[config.mk]
export PLATFORM = sky130hd
export DESIGN_NAME = lrd_div
export DESIGN_NICKNAME = d
export VERILOG_FILES = /design/src/rtl/lrd_pkg.sv /design/src/rtl/lrd_div.sv
export SDC_FILE = /design/constraint.sdc
export NUM_CORES = 2
export LEC_CHECK = 0
export BUFFER_PORTS_ARGS = -buffer_cell sky130_fd_sc_hd__buf_4
export CORE_MARGIN = 2
export CORE_UTILIZATION = 25
export DETAILED_ROUTE_END_ITERATION = 8
export GPL_TIMING_DRIVEN = 0
export PLACE_DENSITY_LB_ADDON = 0.15
export SETUP_SLACK_MARGIN = 0.3
export SKIP_CTS_REPAIR_TIMING = 1
export SYNTH_ARGS = -nofsm -noshare
export SYNTH_HDL_FRONTEND = slang
export SYNTH_SLANG_ARGS = --single-unit
[constraint.sdc]
create_clock -name aclk -period 8.8 [get_ports aclk]
set_input_delay 0.88 -clock aclk [delete_from_list [all_inputs] [get_ports aclk]]
set_output_delay 0.88 -clock aclk [all_outputs]
set_load 0.01 [all_outputs]
[src/rtl/lrd_pkg.sv]
// shared types, constants and saturating add for the lens distortion block
package lrd_pkg;

    localparam int PIX_W     = 20;
    localparam int FOC_W     = 24;
    localparam int COEF_W    = 32;
    localparam int OUT_W     = 24;
    localparam int VAL_W     = 48;
    localparam int NORM_FRAC = 24;
    localparam int NUM_W     = PIX_W + NORM_FRAC;
    localparam int REM_W     = FOC_W;
    localparam int CFG_IDX_W = 3;

    // divider: offset stage, one stage per quotient bit, rounding stage
    localparam int DIV_LAT = NUM_W + 2;
    // multiplier: magnitude, partial products, sum, round, shift and sign
    localparam int MUL_LAT = 5;

    localparam logic signed [VAL_W-1:0] VAL_MAX = {1'b0, {(VAL_W-1){1'b1}}};
    localparam logic signed [VAL_W-1:0] VAL_MIN = -VAL_MAX;
    localparam logic signed [VAL_W:0]   SUM_MAX = {2'b00, {(VAL_W-1){1'b1}}};
    localparam logic signed [VAL_W:0]   SUM_MIN = -SUM_MAX;

    typedef enum logic [1:0] {
        SH_24 = 2'd0,
        SH_28 = 2'd1,
        SH_29 = 2'd2
    } shift_t;

    typedef enum logic [CFG_IDX_W-1:0] {
        REG_FOCAL_X    = 3'd0,
        REG_FOCAL_Y    = 3'd1,
        REG_CENTER_X   = 3'd2,
        REG_CENTER_Y   = 3'd3,
        REG_RADIAL_K1  = 3'd4,
        REG_RADIAL_K2  = 3'd5,
        REG_TANGENT_P1 = 3'd6,
        REG_TANGENT_P2 = 3'd7
    } cfg_reg_t;

    typedef struct packed {
        logic [PIX_W-1:0] pix_u;
        logic [PIX_W-1:0] pix_v;
    } in_item_t;

    typedef struct packed {
        logic signed [OUT_W-1:0] dist_u;
        logic signed [OUT_W-1:0] dist_v;
        logic                    bad_focal;
        logic                    clipped;
    } out_item_t;

    typedef struct packed {
        logic signed [VAL_W-1:0] val;
        logic                    sat;
    } sval_t;

    function automatic sval_t sat_add(input logic signed [VAL_W-1:0] a,
                                      input logic signed [VAL_W-1:0] b);
        logic signed [VAL_W:0] s;
        sval_t r;
        s = $signed({a[VAL_W-1], a}) + $signed({b[VAL_W-1], b});
        if (s > SUM_MAX) begin
            r.val = VAL_MAX;
            r.sat = 1'b1;
        end else if (s < SUM_MIN) begin
            r.val = VAL_MIN;
            r.sat = 1'b1;
        end else begin
            r.val = s[VAL_W-1:0];
            r.sat = 1'b0;
        end
        return r;
    endfunction

endpackage

[src/rtl/lrd_div.sv]
// pipelined restoring divider: rounded (p - c) / f in q.24, one quotient bit per stage
module lrd_div
    import lrd_pkg::*;
(
    input  logic                    aclk,
    input  logic                    en,
    input  logic [PIX_W-1:0]        p,
    input  logic [PIX_W-1:0]        c,
    input  logic [FOC_W-1:0]        f,
    output logic signed [VAL_W-1:0] q
);

    logic [REM_W-1:0]        rem_reg  [0:NUM_W];
    logic [REM_W-1:0]        rem_next [0:NUM_W];
    logic [NUM_W-1:0]        num_reg  [0:NUM_W];
    logic [NUM_W-1:0]        num_next [0:NUM_W];
    logic                    neg_reg  [0:NUM_W];
    logic                    neg_next [0:NUM_W];
    logic [REM_W:0]          trial    [1:NUM_W];
    logic signed [PIX_W:0]   diff;
    logic [PIX_W-1:0]        dmag;
    logic                    bump;
    logic [VAL_W-1:0]        qmag;
    logic signed [VAL_W-1:0] q_reg, q_next;

    always_comb begin
        diff = $signed({1'b0, p}) - $signed({1'b0, c});
        dmag = diff[PIX_W] ? PIX_W'(-diff) : diff[PIX_W-1:0];
        rem_next[0] = '0;
        num_next[0] = {dmag, {NORM_FRAC{1'b0}}};
        neg_next[0] = diff[PIX_W];

        // num holds the dividend bits still to come and shifts in quotient bits
        for (int k = 1; k <= NUM_W; k++) begin
            trial[k] = {rem_reg[k-1], num_reg[k-1][NUM_W-1]};
            if (trial[k] >= {1'b0, f}) begin
                rem_next[k] = REM_W'(trial[k] - {1'b0, f});
                num_next[k] = {num_reg[k-1][NUM_W-2:0], 1'b1};
            end else begin
                rem_next[k] = trial[k][REM_W-1:0];
                num_next[k] = {num_reg[k-1][NUM_W-2:0], 1'b0};
            end
            neg_next[k] = neg_reg[k-1];
        end

        // round half away from zero: bump when twice the remainder reaches f
        bump   = ({rem_reg[NUM_W], 1'b0} >= {1'b0, f});
        qmag   = VAL_W'(num_reg[NUM_W]) + VAL_W'(bump);
        q_next = neg_reg[NUM_W] ? -$signed(qmag) : $signed(qmag);
    end

    always_ff @(posedge aclk) begin
        if (en) begin
            for (int k = 0; k <= NUM_W; k++) begin
                rem_reg[k] <= rem_next[k];
                num_reg[k] <= num_next[k];
                neg_reg[k] <= neg_next[k];
            end
            q_reg <= q_next;
        end
    end

    assign q = q_reg;

endmodule

==> flow_summary.toml <==
[worst_setup_path]
r2r-end = "q[37]$_DFFE_PP_"
cpMaxStageDelayCell = "clkbuf_2"
cp-end-kind = "flip-flop"
required_ps = 9480
startpoint = "f[0]"
cp_max_fo = 33
cpPeakStageDelay_ps = 580
critical-path-top-delay-family = "buffers and inverters"
worstSetupPathType = "in -> reg"
reg2reg_slack_ps = 2410
r2r_cells = 25
cp-endpoint = "q[37]$_DFFE_PP_"
path_buf_inv = 7
worstReg2RegStart = "rem_reg[2][288]$_SDFFCE_PP0P_"
crit_top_cell = "o21a_1"
cp.arrival_ps = 8110
crit_cells = 28
worstSetupStartpointType = "input pin"

[power_and_ir_drop]
ir_drop_v = 0.000175
leakage_nw = 57.4
power_density_mw_per_mm2 = 373

[sta]
tightest_slew_ps = 1130
drv_slew = 0
slew_headroom_pct = 24.7
fmax_mhz = 135
setup_violations = 0
fin_crit_ps = 7430
hold_violations = 0
hold_ws_ps = 380
rsz0062_at_grt = "no"
period_share_pct = 84.4
setup-tns-final_ps = 0
clock_skew_ps = 52.4

[yosys]
synth_area_mm2 = 0.133
yosysSeqAreaShare_pct = 53.2
async_flop_share_pct = 0
synth-edff-count = 2349
synthFlopType = "edfxtp_1"
ys_ff_latch = 2349
synthTopCellsByCount = "edfxtp_1, ha_1, nand2_1"
ys_warn_count = 0
synth_cell_types = 107
synth_area_leader_cell = "edfxtp_1"
syn_inst = 11400
synthMostInstantiatedCell = "edfxtp_1"
synth_top_area_share_pct = 53.2
avgSynthCellArea_um2 = 11.7
synth_area_leaders = "edfxtp_1, ha_1, xnor2_1"
synth_nets = 12600

[routing]
vias = 88200
detail-route-antenna-nets = 0
drt-total-wl_mm = 359
dr.pass1.iters = 5
routed_via_density = 4.63
drtIter0Drc = 5542
drc = 0
wl_per_cell_um = 18.8

[job]
max_cap_violations = 0

[finish]
largest_reg_flops = 1200
nets = 13000
final_core_util_pct = 28.9
areaGrowthSynthToFinish_pct = 15.2
multi_input_area_mm2 = 0.0597
nFillCells = 54400
layout-drive-gt1-share_pct = 9.27
seq_area_mm2 = 0.0705

[floorplan]
die_y_um = 732
core_region_area_mm2 = 0.528
io-pin-count = 114
row_count = 267
die_area_mm2 = 0.536
start_util_pct = 25.1
dieWidth_um = 732

[global_routing]
grt_pass1_wl_mm = 544
grt_pass1_vias = 87500
grt_usage_pct = 12.9
overflow = 0
grt_max_degree = 173
antenna_found_initial = 8

[placement]
dp_hpwl_mm = 254
place_congestion = 0.803
port_buffers = 113

[cts]
cts.sinks = 2349
cts_buffers = 286
htreeDepth = 5
cts_buffer_depth = 4
clockRootBuffer = "clkbuf_16"
path_clk_slew_ps = 60
cts_tree = "yes"
clock_latency_ps = 950

[status]
outcome = "completed"

[worst_hold_path]
holdCritStartpoint = "num_reg[2][522]$_DFFE_PP_"
holdCritPathClass = "reg -> reg"
[layout make-up]
type / instances / share of cell area, %
Buffer: 208 / 0.583
Antenna cell: 3 / 0.00491
Sequential cell: 2349 / 46.2
Multi-Input combinational cell: 8406 / 39.1
Timing Repair Buffer: 157 / 1.35
Inverter: 400 / 1.03
Tap cell: 6994 / 5.73
Clock buffer: 346 / 4.94
Clock inverter: 167 / 1.13
[worst min-delay path by stage]
stage                                end  slack [ps]  depth (start not counted)
2_1_floorplan   neg_reg[0][10]$_DFFE_PP_         400                          0
3_3_place_gp   num_reg[2][313]$_DFFE_PP_         400                          0
6_report       num_reg[2][567]$_DFFE_PP_         380                          0
5_1_grt        num_reg[2][567]$_DFFE_PP_         390                          0
4_1_cts        num_reg[1][133]$_DFFE_PP_         370                          0
3_5_place_dp    neg_reg[0][12]$_DFFE_PP_         400                          0
[stage by stage]
step           std cells  total power [W]  setup WS [ps]  area (µm²)
2_1_floorplan      11400           0.0377           2190      133000
3_3_place_gp       18500           0.0460         -16820      142000
3_5_place_dp       18500           0.0453            222      144000
4_1_cts            19000           0.0578           1280      153000
5_1_grt            19000           0.0615            889      153000
6_report           19000           0.0571           1370      153000
[metal layers]
metal	part of all wire [%]	vias up	GRT usage, %	routed length [µm]
met5	0	-	0	0
met4	2.4	0	3.21	8670
met3	3.2	485	1.45	11500
met2	46	1271	21.2	164000
met1	49	42400	18.1	174000
li1	-	44100	-	-
[layout by cell type, fill, tap and decap left out, types with 73 or more instances in the layout]
| cell | count |
|---|---|
| ha_1 | 1081 |
| o21ai_0 | 867 |
| a211oi_1 | 92 |
| xor2_1 | 378 |
| nand3_1 | 194 |
| nand2_1 | 962 |
| a31oi_1 | 110 |
| a21o_1 | 406 |
| inv_1 | 372 |
| buf_4 | 118 |
| o21a_1 | 127 |
| xnor2_1 | 516 |
| clkbuf_16 | 294 |
| nand4_1 | 154 |
| a21oi_1 | 846 |
| nor2b_1 | 166 |
| or2_2 | 73 |
| nor2_1 | 639 |
| edfxtp_1 | 2349 |
| and3_1 | 87 |
| mux2_2 | 345 |
| nor3_1 | 207 |
| o31ai_1 | 106 |
| o21bai_1 | 91 |
| nand2b_1 | 158 |
| clkbuf_1 | 203 |
[power by group]
group          switching [W]  internal, W
clock network        0.00490      0.00694
logic                 0.0152       0.0109
registers            0.00187       0.0172
[kinds of logic (layout without fill, tap and decap cells)]
kind of cell | count (synthesis) | in the layout | synth area share [%]
compound gates | 3075 | 3075 | 14.4
xor+xnor | 894 | 894 | 5.90
fa+ha+maj | 1125 | 1125 | 10.9
buf+inv | 608 | 1278 | 1.80
flops | 2349 | 2349 | 53.2
mux | 385 | 385 | 3.23
other cells | 0 | 3 | 0
simple gates | 2927 | 2927 | 10.7
(Power assumes the default switching activity.)
